**src/hw/rtl/rfc_pkg.sv**
```systemverilog
// Package of the reciprocal frequency counter: widths, codes and transfer types.
package rfc_pkg;

   // Count and fixed-point sizing
   localparam int COUNT_WIDTH   = 32;
   localparam int FRACTION_BITS = 8;

   // Fixed field widths
   localparam int STAMP_W     = 32;
   localparam int DIV_W       = 16;
   localparam int CLK_W       = 32;
   localparam int FREQ_W      = 40;
   localparam int MODE_W      = 3;
   localparam int CSR_INDEX_W = 2;
   localparam int CSR_DATA_W  = 32;

   // Engine sizing, all derived
   localparam int DIGIT_W = DIV_W;
   localparam int K_W     = DIV_W + CLK_W;
   localparam int NDIG    = (COUNT_WIDTH + DIGIT_W - 1) / DIGIT_W;
   localparam int PAD_W   = NDIG * DIGIT_W;
   localparam int MUL_W   = DIGIT_W + K_W;
   localparam int PROD_W  = COUNT_WIDTH + K_W;
   localparam int NUM_W   = PROD_W + FRACTION_BITS;
   localparam int HI_W    = NUM_W - FREQ_W;
   localparam int STEP_W  = $clog2(FREQ_W);

   // Command codes
   localparam logic [MODE_W-1:0] MODE_ARM        = 3'd0;
   localparam logic [MODE_W-1:0] MODE_EDGE       = 3'd1;
   localparam logic [MODE_W-1:0] MODE_REQ_SNAP   = 3'd2;
   localparam logic [MODE_W-1:0] MODE_READ_SNAP  = 3'd3;
   localparam logic [MODE_W-1:0] MODE_READ_FINAL = 3'd4;

   // Register indexes
   localparam logic [CSR_INDEX_W-1:0] REG_DIVIDER = 2'd0;
   localparam logic [CSR_INDEX_W-1:0] REG_CLOCK   = 2'd1;

   // Register reset values
   localparam logic [DIV_W-1:0] DIVIDER_RESET = 16'd1;
   localparam logic [CLK_W-1:0] CLOCK_RESET   = 32'd72000000;

   typedef logic [COUNT_WIDTH-1:0] count_type;

   typedef struct packed {
      logic [MODE_W-1:0]  mode;
      logic [STAMP_W-1:0] timestamp;
   } req_type;

   typedef struct packed {
      logic              valid_res;
      logic [FREQ_W-1:0] frequency;
   } rsp_type;

   // Control to engine
   typedef struct packed {
      logic      start;
      count_type pulses;
      count_type cycles;
   } eng_cmd_type;

   // Engine to control
   typedef struct packed {
      logic              done;
      logic [FREQ_W-1:0] freq;
   } eng_stat_type;

endpackage

```
**src/hw/rtl/rfc_engine.sv**
```systemverilog
// Frequency engine: shared 16x48 multiplier builds the numerator, then restoring division.
module rfc_engine (
   input  logic                       clock,
   input  logic                       reset,
   input  rfc_pkg::eng_cmd_type       cmd,
   input  logic [rfc_pkg::DIV_W-1:0]  divider_ratio,
   input  logic [rfc_pkg::CLK_W-1:0]  clock_rate_hz,
   output rfc_pkg::eng_stat_type      stat
);
   import rfc_pkg::*;

   localparam logic [2:0] E_IDLE  = 3'd0;
   localparam logic [2:0] E_SCALE = 3'd1;
   localparam logic [2:0] E_MUL   = 3'd2;
   localparam logic [2:0] E_CHECK = 3'd3;
   localparam logic [2:0] E_DIV   = 3'd4;
   localparam logic [2:0] E_DONE  = 3'd5;

   logic [2:0]             state_ff, state_in;
   logic [STEP_W-1:0]      step_ff, step_in;
   logic [K_W-1:0]         k_ff, k_in;
   logic [PAD_W-1:0]       dig_ff, dig_in;
   logic [PROD_W-1:0]      acc_ff, acc_in;
   logic [COUNT_WIDTH-1:0] rem_ff, rem_in;
   logic [COUNT_WIDTH-1:0] den_ff, den_in;
   logic [FREQ_W-1:0]      lo_ff, lo_in;

   logic [DIGIT_W-1:0]     mul_a;
   logic [K_W-1:0]         mul_b;
   logic [MUL_W-1:0]       mul_p;
   logic [NUM_W-1:0]       num;
   logic [COUNT_WIDTH:0]   shifted;
   logic                   fits;

   // Shared multiplier: divider times clock first, then one pulse digit a cycle
   always_comb begin
      if (state_ff == E_SCALE) begin
         mul_a = divider_ratio;
         mul_b = K_W'(clock_rate_hz);
      end else begin
         mul_a = dig_ff[PAD_W-1 -: DIGIT_W];
         mul_b = k_ff;
      end
   end
   assign mul_p = MUL_W'(mul_a) * MUL_W'(mul_b);

   // Numerator with fraction bits appended
   assign num = NUM_W'(acc_ff) << FRACTION_BITS;

   // Division step: bring in the next dividend bit and try the subtract
   assign shifted = {rem_ff, lo_ff[FREQ_W-1]};
   assign fits    = shifted >= {1'b0, den_ff};

   // Sequencer
   always_comb begin
      state_in = state_ff;
      step_in  = step_ff;
      k_in     = k_ff;
      dig_in   = dig_ff;
      acc_in   = acc_ff;
      rem_in   = rem_ff;
      den_in   = den_ff;
      lo_in    = lo_ff;
      unique case (state_ff)
         E_IDLE: begin
            if (cmd.start) begin
               dig_in   = PAD_W'(cmd.pulses);
               den_in   = cmd.cycles;
               acc_in   = '0;
               state_in = E_SCALE;
            end
         end
         E_SCALE: begin
            k_in     = mul_p[K_W-1:0];
            step_in  = STEP_W'(NDIG - 1);
            state_in = E_MUL;
         end
         E_MUL: begin
            acc_in = (acc_ff << DIGIT_W) + PROD_W'(mul_p);
            dig_in = dig_ff << DIGIT_W;
            if (step_ff == '0) begin
               state_in = E_CHECK;
            end else begin
               step_in = step_ff - 1'b1;
            end
         end
         E_CHECK: begin
            // quotient fits in the result width only if the top part is below the divisor
            if (num[NUM_W-1:FREQ_W] >= HI_W'(den_ff)) begin
               lo_in    = '1;
               state_in = E_DONE;
            end else begin
               rem_in   = num[FREQ_W +: COUNT_WIDTH];
               lo_in    = num[FREQ_W-1:0];
               step_in  = STEP_W'(FREQ_W - 1);
               state_in = E_DIV;
            end
         end
         E_DIV: begin
            if (fits) begin
               rem_in = COUNT_WIDTH'(shifted - {1'b0, den_ff});
            end else begin
               rem_in = shifted[COUNT_WIDTH-1:0];
            end
            lo_in = {lo_ff[FREQ_W-2:0], fits};
            if (step_ff == '0) begin
               state_in = E_DONE;
            end else begin
               step_in = step_ff - 1'b1;
            end
         end
         E_DONE: begin
            state_in = E_IDLE;
         end
         default: begin
            state_in = E_IDLE;
         end
      endcase
   end

   // Control state
   always_ff @(posedge clock) begin
      if (reset) begin
         state_ff <= E_IDLE;
      end else begin
         state_ff <= state_in;
      end
   end

   // Datapath registers
   always_ff @(posedge clock) begin
      step_ff <= step_in;
      k_ff    <= k_in;
      dig_ff  <= dig_in;
      acc_ff  <= acc_in;
      rem_ff  <= rem_in;
      den_ff  <= den_in;
      lo_ff   <= lo_in;
   end

   assign stat.done = state_ff == E_DONE;
   assign stat.freq = lo_ff;

endmodule

```
**src/hw/rtl/reciprocal_frequency_counter_top.sv**
```systemverilog
// Top level of the reciprocal frequency counter: command handling, counts and result register.
//
//   channel  direction  handshake               payload
//   req      in         req_valid / req_ready   req_data  (mode, timestamp)
//   rsp      out        rsp_valid / rsp_ready   rsp_data  (valid_res, frequency)
//   csr      in         csr_valid / csr_ready   csr_index, csr_data
//
// Arm, edge, request, unused modes and reads that answer valid 0 are answered in the
// cycle after they are taken. A computing read runs the engine through a scale step,
// NDIG multiply steps, one range check and FREQ_W division steps; a saturating one
// skips the division. The engine has a 16x48 multiplier and a one-bit-a-cycle divider.
// Reset is synchronous and clears all counts and modes; csr_ready is always high.
// A pending result holds rsp_data and blocks new commands until rsp_ready.
module reciprocal_frequency_counter_top (
   input  logic                             clock,
   input  logic                             reset,
   input  logic                             req_valid,
   output logic                             req_ready,
   input  rfc_pkg::req_type                 req_data,
   output logic                             rsp_valid,
   input  logic                             rsp_ready,
   output rfc_pkg::rsp_type                 rsp_data,
   input  logic                             csr_valid,
   output logic                             csr_ready,
   input  logic [rfc_pkg::CSR_INDEX_W-1:0]  csr_index,
   input  logic [rfc_pkg::CSR_DATA_W-1:0]   csr_data
);
   import rfc_pkg::*;

   localparam logic ST_READY = 1'b0;
   localparam logic ST_CALC  = 1'b1;

   localparam logic [1:0] RUN_IDLE   = 2'd0;
   localparam logic [1:0] RUN_ARMED  = 2'd1;
   localparam logic [1:0] RUN_PULSES = 2'd2;

   localparam logic [1:0] SNAP_IDLE    = 2'd0;
   localparam logic [1:0] SNAP_WAITING = 2'd1;
   localparam logic [1:0] SNAP_READY   = 2'd2;

   logic               ctl_ff, ctl_in;
   logic [1:0]         run_ff, run_in;
   logic [1:0]         snap_ff, snap_in;
   logic [STAMP_W-1:0] last_stamp_ff, last_stamp_in;
   count_type          cycle_total_ff, cycle_total_in;
   count_type          pulse_count_ff, pulse_count_in;
   count_type          snap_cycles_ff, snap_cycles_in;
   count_type          snap_pulses_ff, snap_pulses_in;
   logic [DIV_W-1:0]   divider_ff;
   logic [CLK_W-1:0]   clock_ff;
   logic               rsp_valid_ff, rsp_valid_in;
   rsp_type            rsp_data_ff, rsp_data_in;

   logic               accept;
   logic               rsp_load;
   eng_cmd_type        eng_cmd;
   eng_stat_type       eng_stat;
   logic [STAMP_W-1:0] elapsed;
   count_type          pulse_next;
   count_type          cycle_next;

   assign req_ready = (ctl_ff == ST_READY) && (!rsp_valid_ff || rsp_ready);
   assign accept    = req_valid && req_ready;
   assign csr_ready = 1'b1;

   // Edge arithmetic
   assign elapsed    = req_data.timestamp - last_stamp_ff;
   assign pulse_next = pulse_count_ff + 1'b1;
   assign cycle_next = cycle_total_ff + COUNT_WIDTH'(elapsed);

   // Command handling and sequencing
   always_comb begin
      ctl_in         = ctl_ff;
      run_in         = run_ff;
      snap_in        = snap_ff;
      last_stamp_in  = last_stamp_ff;
      cycle_total_in = cycle_total_ff;
      pulse_count_in = pulse_count_ff;
      snap_cycles_in = snap_cycles_ff;
      snap_pulses_in = snap_pulses_ff;
      rsp_load       = 1'b0;
      rsp_data_in    = '0;
      eng_cmd        = '0;
      unique case (ctl_ff)
         ST_READY: begin
            if (accept) begin
               rsp_load = 1'b1;
               unique case (req_data.mode)
                  MODE_ARM: begin
                     snap_in        = SNAP_IDLE;
                     cycle_total_in = '0;
                     last_stamp_in  = '0;
                     pulse_count_in = '0;
                     snap_cycles_in = '0;
                     snap_pulses_in = '0;
                     run_in         = RUN_ARMED;
                  end
                  MODE_EDGE: begin
                     if (run_ff == RUN_PULSES) begin
                        pulse_count_in = pulse_next;
                        cycle_total_in = cycle_next;
                        last_stamp_in  = req_data.timestamp;
                        if (snap_ff == SNAP_WAITING) begin
                           snap_pulses_in = pulse_next;
                           snap_cycles_in = cycle_next;
                           snap_in        = SNAP_READY;
                        end
                     end else if (run_ff == RUN_ARMED) begin
                        last_stamp_in  = req_data.timestamp;
                        cycle_total_in = '0;
                        pulse_count_in = '0;
                        run_in         = RUN_PULSES;
                     end
                  end
                  MODE_REQ_SNAP: begin
                     snap_cycles_in = '0;
                     snap_pulses_in = '0;
                     snap_in        = SNAP_WAITING;
                  end
                  MODE_READ_SNAP: begin
                     if (snap_ff == SNAP_READY && snap_cycles_ff != '0) begin
                        rsp_load       = 1'b0;
                        eng_cmd.start  = 1'b1;
                        eng_cmd.pulses = snap_pulses_ff;
                        eng_cmd.cycles = snap_cycles_ff;
                        ctl_in         = ST_CALC;
                     end
                  end
                  MODE_READ_FINAL: begin
                     if (run_ff == RUN_PULSES) begin
                        run_in = RUN_IDLE;
                        if (cycle_total_ff != '0) begin
                           rsp_load       = 1'b0;
                           eng_cmd.start  = 1'b1;
                           eng_cmd.pulses = pulse_count_ff;
                           eng_cmd.cycles = cycle_total_ff;
                           ctl_in         = ST_CALC;
                        end
                     end
                  end
                  default: begin
                  end
               endcase
            end
         end
         ST_CALC: begin
            // hand the finished quotient to the result register
            if (eng_stat.done) begin
               rsp_load              = 1'b1;
               rsp_data_in.valid_res = 1'b1;
               rsp_data_in.frequency = eng_stat.freq;
               ctl_in                = ST_READY;
            end
         end
         default: begin
            ctl_in = ST_READY;
         end
      endcase
   end

   // Result register: load on a new result, drop on transfer
   assign rsp_valid_in = rsp_load || (rsp_valid_ff && !rsp_ready);

   always_ff @(posedge clock) begin
      if (reset) begin
         ctl_ff         <= ST_READY;
         run_ff         <= RUN_IDLE;
         snap_ff        <= SNAP_IDLE;
         last_stamp_ff  <= '0;
         cycle_total_ff <= '0;
         pulse_count_ff <= '0;
         snap_cycles_ff <= '0;
         snap_pulses_ff <= '0;
         rsp_valid_ff   <= 1'b0;
      end else begin
         ctl_ff         <= ctl_in;
         run_ff         <= run_in;
         snap_ff        <= snap_in;
         last_stamp_ff  <= last_stamp_in;
         cycle_total_ff <= cycle_total_in;
         pulse_count_ff <= pulse_count_in;
         snap_cycles_ff <= snap_cycles_in;
         snap_pulses_ff <= snap_pulses_in;
         rsp_valid_ff   <= rsp_valid_in;
      end
   end

   // Hold result payload until replaced
   always_ff @(posedge clock) begin
      if (rsp_load) begin
         rsp_data_ff <= rsp_data_in;
      end
   end

   // Configuration registers
   always_ff @(posedge clock) begin
      if (reset) begin
         divider_ff <= DIVIDER_RESET;
         clock_ff   <= CLOCK_RESET;
      end else if (csr_valid && csr_ready) begin
         unique case (csr_index)
            REG_DIVIDER: divider_ff <= csr_data[DIV_W-1:0];
            REG_CLOCK:   clock_ff   <= csr_data[CLK_W-1:0];
            default: begin
            end
         endcase
      end
   end

   rfc_engine u_engine (
      .clock         (clock),
      .reset         (reset),
      .cmd           (eng_cmd),
      .divider_ratio (divider_ff),
      .clock_rate_hz (clock_ff),
      .stat          (eng_stat)
   );

   assign rsp_valid = rsp_valid_ff;
   assign rsp_data  = rsp_data_ff;

endmodule

```
**config.mk**
```make
export PLATFORM = sky130hd
export DESIGN_NAME = reciprocal_frequency_counter_top
export DESIGN_NICKNAME = d
export VERILOG_FILES = /design/src/hw/rtl/rfc_pkg.sv /design/src/hw/rtl/rfc_engine.sv /design/src/hw/rtl/reciprocal_frequency_counter_top.sv
export SDC_FILE = /design/constraint.sdc
export NUM_CORES = 2
export LEC_CHECK = 0
export BUFFER_PORTS_ARGS = -buffer_cell sky130_fd_sc_hd__buf_2
export CORE_UTILIZATION = 35
export DETAILED_ROUTE_END_ITERATION = 10
export GPL_TIMING_DRIVEN = 0
export PLACE_DENSITY = 0.52
export SETUP_SLACK_MARGIN = 0.15
export SYNTH_ARGS = -nofsm -noshare
export SYNTH_HDL_FRONTEND = slang
export SYNTH_HIERARCHICAL = 1
export SYNTH_SLANG_ARGS = --single-unit
```
**constraint.sdc**
```tcl
create_clock -name clock -period 14.9 [get_ports clock]
set_clock_uncertainty 0.2 [all_clocks]
set_input_delay 4.47 -clock clock [delete_from_list [all_inputs] [get_ports clock]]
set_output_delay 4.47 -clock clock [all_outputs]
set_load 0.02 [all_outputs]
```
# Yosys cells after proc, flatten, opt, wreduce, memory -nomap -nowiden
# Index checks and enable logic that the tools add are counted.
[totals]
register_bits = 528
in_bits = 74
output_inout_bits = 44
elab_cells = 154
[op_classes]
n_addsub = 6
multipliers = 1
n_lt_le_gt_ge = 2
eq_ne = 25
mux = 61
n_bitwise = 2
n_reduce_logical = 36
[op_table]
columns = ["operator", "n"]
rows = [
  ["case mux 32 bit (2 select lines)", 7],
  ["2-to-1 mux 32 bit", 12],
  ["2-to-1 mux 65 bit", 5],
  ["case mux 80 bit (2 select lines)", 1],
  ["case mux 65 bit (2 select lines)", 1],
  ["adder 80 x 64 -> 80 bit", 1],
  ["2-to-1 mux 80 bit", 1],
  ["case mux 40 bit (2 select lines)", 1],
  ["multiplier 16 x 48 -> 64 bit", 1],
  ["nonzero test 32 bit", 2],
  ["subtractor 32 bit", 2],
  ["greater-or-equal comparator 48 x 32 -> 1 bit", 1],
  ["2-to-1 mux 48 bit", 1],
  ["2-to-1 mux 41 bit", 1],
  ["2-to-1 mux 40 bit", 1],
  ["greater-or-equal comparator 33 x 32 -> 1 bit", 1],
  ["adder 32 x 1 -> 32 bit (second input constant)", 1],
  ["adder 32 bit", 1],
  ["case mux 6 bit (3 select lines)", 1],
  ["2-to-1 mux 16 bit", 1],
  ["inequality test 2 bit (second input constant)", 8],
  ["case mux 3 bit (5 select lines)", 1],
  ["== test 3 x 2 -> 1 bit (second input constant)", 4],
  ["2-to-1 mux 6 bit", 2],
  ["other kinds (27)", 75],
]

# Longest topological paths before layout
[depth]
depth_word = 8
depth_mapped = 45
ltp_nobuf = 42

# Cells and area by module
# The synthesis kept the hierarchy.
[by_module_without_submodules]
columns = ["mod", "instances", "cells_per_inst", "area_each_um2", "seq_area_each_um2"]
rows = [
  ["rfc_engine", 1, 4422, 39865.7, 8167.8],
  ["reciprocal_frequency_counter_top", 1, 1595, 13446.6, 5515.3],
]

# Least setup slack after synthesis
# OpenSTA, ideal clock, no wires.
[synth_path]
kind = "register to register"
start = "register u_engine.state_ff[1]"
end = "register u_engine.acc_ff[70], data pin"
setup_ps = 266
t_arrival_ps = 10871
path_slack_ps = 3563
stages_incl_launch_ff = 41
path_buffers = 4
synth_period_minus_slack_ps = 11337
path_cell_list = "dfxtp_1 > clkbuf_1 > or2_2 > inv_2 > buf_1 > clkbuf_1 > nand2_1 > nand2_1 > nand2_1 > fa_1 > inv_1 > fa_1 > inv_1 > fa_1 > inv_1 > fa_1 > fa_1 > inv_1 > [... 5 more ...] > a2111o_1 > a311o_1 > o211ai_1 > nand2_1 > o21ai_1 > a311oi_2 > o41ai_2 > a211oi_1 > xnor2_1 > ha_1 > and2_1 > nand3_1 > or3_1 > o311a_1 > nor3_4 > nand4_1 > xor2_1 > nor2_1"
[synth_between]
elab_chain_cells = 5
[synth_rtl]
columns = ["item", "line", "source"]
rows = [
  ["from (decl)", "rfc_engine.sv:19", "logic [2:0] state_ff, state_in;"],
  ["from (signal assigned)", "rfc_engine.sv:126", "state_ff <= state_in;"],
  ["== test 3 x 1 -> 1 bit", "rfc_engine.sv:37", "if (state_ff == E_SCALE) begin"],
  ["2-to-1 mux 16 bit / 2-to-1 mux 48 bit (equally long branches)", "rfc_engine.sv:37", ""],
  ["multiplier 16 x 48 -> 64 bit", "rfc_engine.sv:45", "assign mul_p = MUL_W'(mul_a) * MUL_W'(mul_b);"],
  ["adder 80 x 64 -> 80 bit", "rfc_engine.sv:79", "acc_in = (acc_ff << DIGIT_W) + PROD_W'(mul_p);"],
  ["case mux 80 bit (2 select lines) *", "rfc_engine.sv:64", "unique case (state_ff)"],
  ["to (signal assigned)", "rfc_engine.sv:135", "acc_ff <= acc_in;"],
  ["to (decl)", "rfc_engine.sv:23", "logic [PROD_W-1:0] acc_ff, acc_in;"],
]
# Every way passes the cells marked *; elsewhere a longest branch is shown, timed or not.
# A chain may end at the register's enable or synchronous reset.

# Worst setup path after layout
[layout_path]
start = "register u_engine.state_ff[1]"
end = "register u_engine.acc_ff[72], data pin"
# The elaborated chain is that of the path after synthesis.

==> flow_summary.ini <==
[run_status]
outcome = finished with violations
violations = max-capacitance violations, max-slew violations

[yosys]
synth_area_per_cell_um2 = 8.86
synthCells = 6017
syn_nets = 7052
async_reset_ff_share_pct = 0
synth_flop_cell = edfxtp_1
synth_seq_cells = 528
seq_area_frac_synth_pct = 25.7
yosysWarnings = 6
synth.distinct_cells = 94
synth_edf_count = 311
synth.cell_area_um2 = 53300

[floorplanning]
ioPinCount = 118
die_area_um2 = 154000
rows = 142
core_area_um2 = 150000
die_x_um = 392
start_util_pct = 35.4
fp.dieH_um = 392

[routing]
wl_per_cell_um = 22.9
drt-total-wl_um = 189000
detail-route-antenna-nets = 0
drt_iter0_drc = 3364
drc_errors = 0
avgViaCountPerCell = 5.24
dr.pass1.iters = 6
vias = 43300

[job]
drv_cap = 1

[pwr]
swShare_pct = 24.3
seqPwrFrac_pct = 49.0
p_per_area_nw_per_um2 = 54.2
p_comb_share_pct = 5.9
pwr-share-clk_pct = 45.1
ir_worst_vdd_uv = 92.3
leakage_nw = 25.7
p_int_mw = 2.39
switchingPower_mw = 0.771

[clock_network]
clock_sinks = 528
htree_levels = 2
cts_setup_buffers = 0
clkTransAtPathRegs_ns = 0.06
cts_hold_buffers = 0
worstSkewPairLatency_ns = 0.67
root_buffer = clkbuf_16
cts_tree = built
post_cts_resized = 0
cts-buffers-inserted = 59
clockBufferDepth = 3

[setup_path]
reg2reg_from = u_engine/state_ff[1]
r2r_slack_ns = 1.63
worstPathRequired_ns = 15.05
crit_buf_inv = 7
crit_fanout = 10
cp_slowest_cell = clkbuf_1
crit_top_cell = fa_1
path_delay_family = adder cells
cp.arrival_ns = 13.42
reg2reg_depth = 37
cp-start-kind = flip-flop
cpPeakStageDelay_ns = 0.95
endpoint_kind = flip-flop
regToRegEndpoint = u_engine/acc_ff[72]
critPathKind = flip-flop to flip-flop

[min_path]
hp-class = flip-flop to flip-flop
worstHoldEndpoint = snap_pulses_ff[27]
min_from = snap_pulses_ff[27]
hold_depth = 2

[global_routing]
antenna_found_initial = 7
grt_pass1_wl_um = 283000
grt_pass1_vias = 43800
grt_overflow = 0
track_usage_pct = 24.6
grt_max_degree = 60

[sta]
rsz0062_at_grt = false
fmax_ghz = 0.0753
finalWorstSetupSlack_ns = 1.63
finalCritPeriodShare_pct = 89.1
slew_headroom_pct = -1.71
setup_viol = 0
finalSetupTns_ns = 0
final-hold-violation-count = 0
slew_violations = 1
fin_crit_ns = 13.27
worst_pin_slew_ns = 1.48

[final_layout]
diodes = 0
fin_nets = 7234
drive_gt1_share_pct = 4.48
final_cell_mix = nand2_1, inv_1, fa_1
flow.area_growth_from_synthesis_pct = 9.50
fin_util_pct = 38.8
layout_commonest_cell = nand2_1
stdcell_count = 8262

[place]
hpwlAfterDp_um = 154000
gp_congestion = 0.982
pre_cts_slack_ns = 1.83
port_buffers = 114
numPlacedInstances = 8154
## registers in the layout, indices dropped and copies added, names as in the netlist
name and count:
u_engine/k_ff 48, rsp_data 41, u_engine/state_ff 3, snap_ff 2, u_engine/lo_ff 40, divider_ff 16, run_ff 2, cycle_total_ff 32
u_engine/step_ff 6, pulse_count_ff 32, last_stamp_ff 32, u_engine/rem_ff 32, u_engine/acc_ff 80, u_engine/den_ff 32, u_engine/dig_ff 32, snap_cycles_ff 32
clock_ff 32, ctl_ff 1, rsp_valid 1, snap_pulses_ff 32
## cells by family after synthesis
logic type,synth area share [%]
buf+inv,8.04
compound gates,12.5
other cells,0.00703
flops,25.7
mux,1.01
fa+ha+maj,32.1
xor+xnor,3.35
simple gates,17.4
## final cells by class
type / instances / area (um^2)
clock buffer: 82 / 1630
tap: 2016 / 2520
multi-input combinational: 4354 / 35400
inverter: 827 / 3100
timing repair buffer: 121 / 668
sequential: 528 / 13700
buffer: 308 / 1180
clock inverter: 26 / 218
fill: 15500 / 92100
## power by group through the flow
stage / logic [mW] / registers [mW] / clock network, mW
after floorplan: 0.111 / 1.58 / 0
after global placement: 0.187 / 1.58 / 0
after detailed placement: 0.187 / 1.58 / 0
after CTS: 0.188 / 1.55 / 1.46
after global routing: 0.206 / 1.55 / 1.51
final: 0.188 / 1.55 / 1.43
## how the worst max path moves through the flow
| stage | start | to | cells past startpoint |
|---|---|---|---|
| 3_5_place_dp | u_engine/state_ff[1] | u_engine/acc_ff[72] | 39 |
| 3_3_place_gp | u_engine/state_ff[1] | u_engine/acc_ff[72] | 37 |
| 4_1_cts | u_engine/state_ff[1] | u_engine/acc_ff[72] | 37 |
| 5_1_grt | u_engine/state_ff[1] | u_engine/acc_ff[74] | 37 |
| 6_report | u_engine/state_ff[1] | u_engine/acc_ff[72] | 37 |
| 2_1_floorplan | u_engine/state_ff[1] | u_engine/acc_ff[70] | 40 |
## synth_stat cells, drive strengths merged, types with 76 or more instances
cell type	instances	share of area [%]
nand2	973	6.9
inv	827	5.8
fa	675	25
nor2	616	4.3
a21oi	327	3.1
edfxtp	311	18
ha	286	6.7
clkbuf	277	2.0
dfxtp	217	8.1
o21ai	163	1.5
a22oi	151	2.1
and3	144	1.7
a21o	128	1.8
xnor2	120	2.0
xor2	84	1.4
and2	76	0.89
## per-stage QoR
stage	power (mW)	instance area, um^2	hold slack, ns
after floorplan	1.69	53300	0.226
after global placement	1.77	56400	0.237
after detailed placement	1.77	56500	0.243
after CTS	3.20	58400	0.257
after global routing	3.26	58400	0.274
final	3.16	58400	0.255
## worst min-delay path, cell delays in order, from the launching register on
cell,delay [ns]
dfxtp_1,0.33
nand2_1,0.05
o21ai_0,0.05
## per-layer routing
layer  track usage (%)  wire length [um]  vias up
met4              8.03              6890        6
li1                  -                 -    20000
met3              3.24             12900      303
met1              33.5             81400    21400
met2              40.1             87600     1548
met5                 0                42        -
No activity file was read; power rests on OpenSTA's default activity.
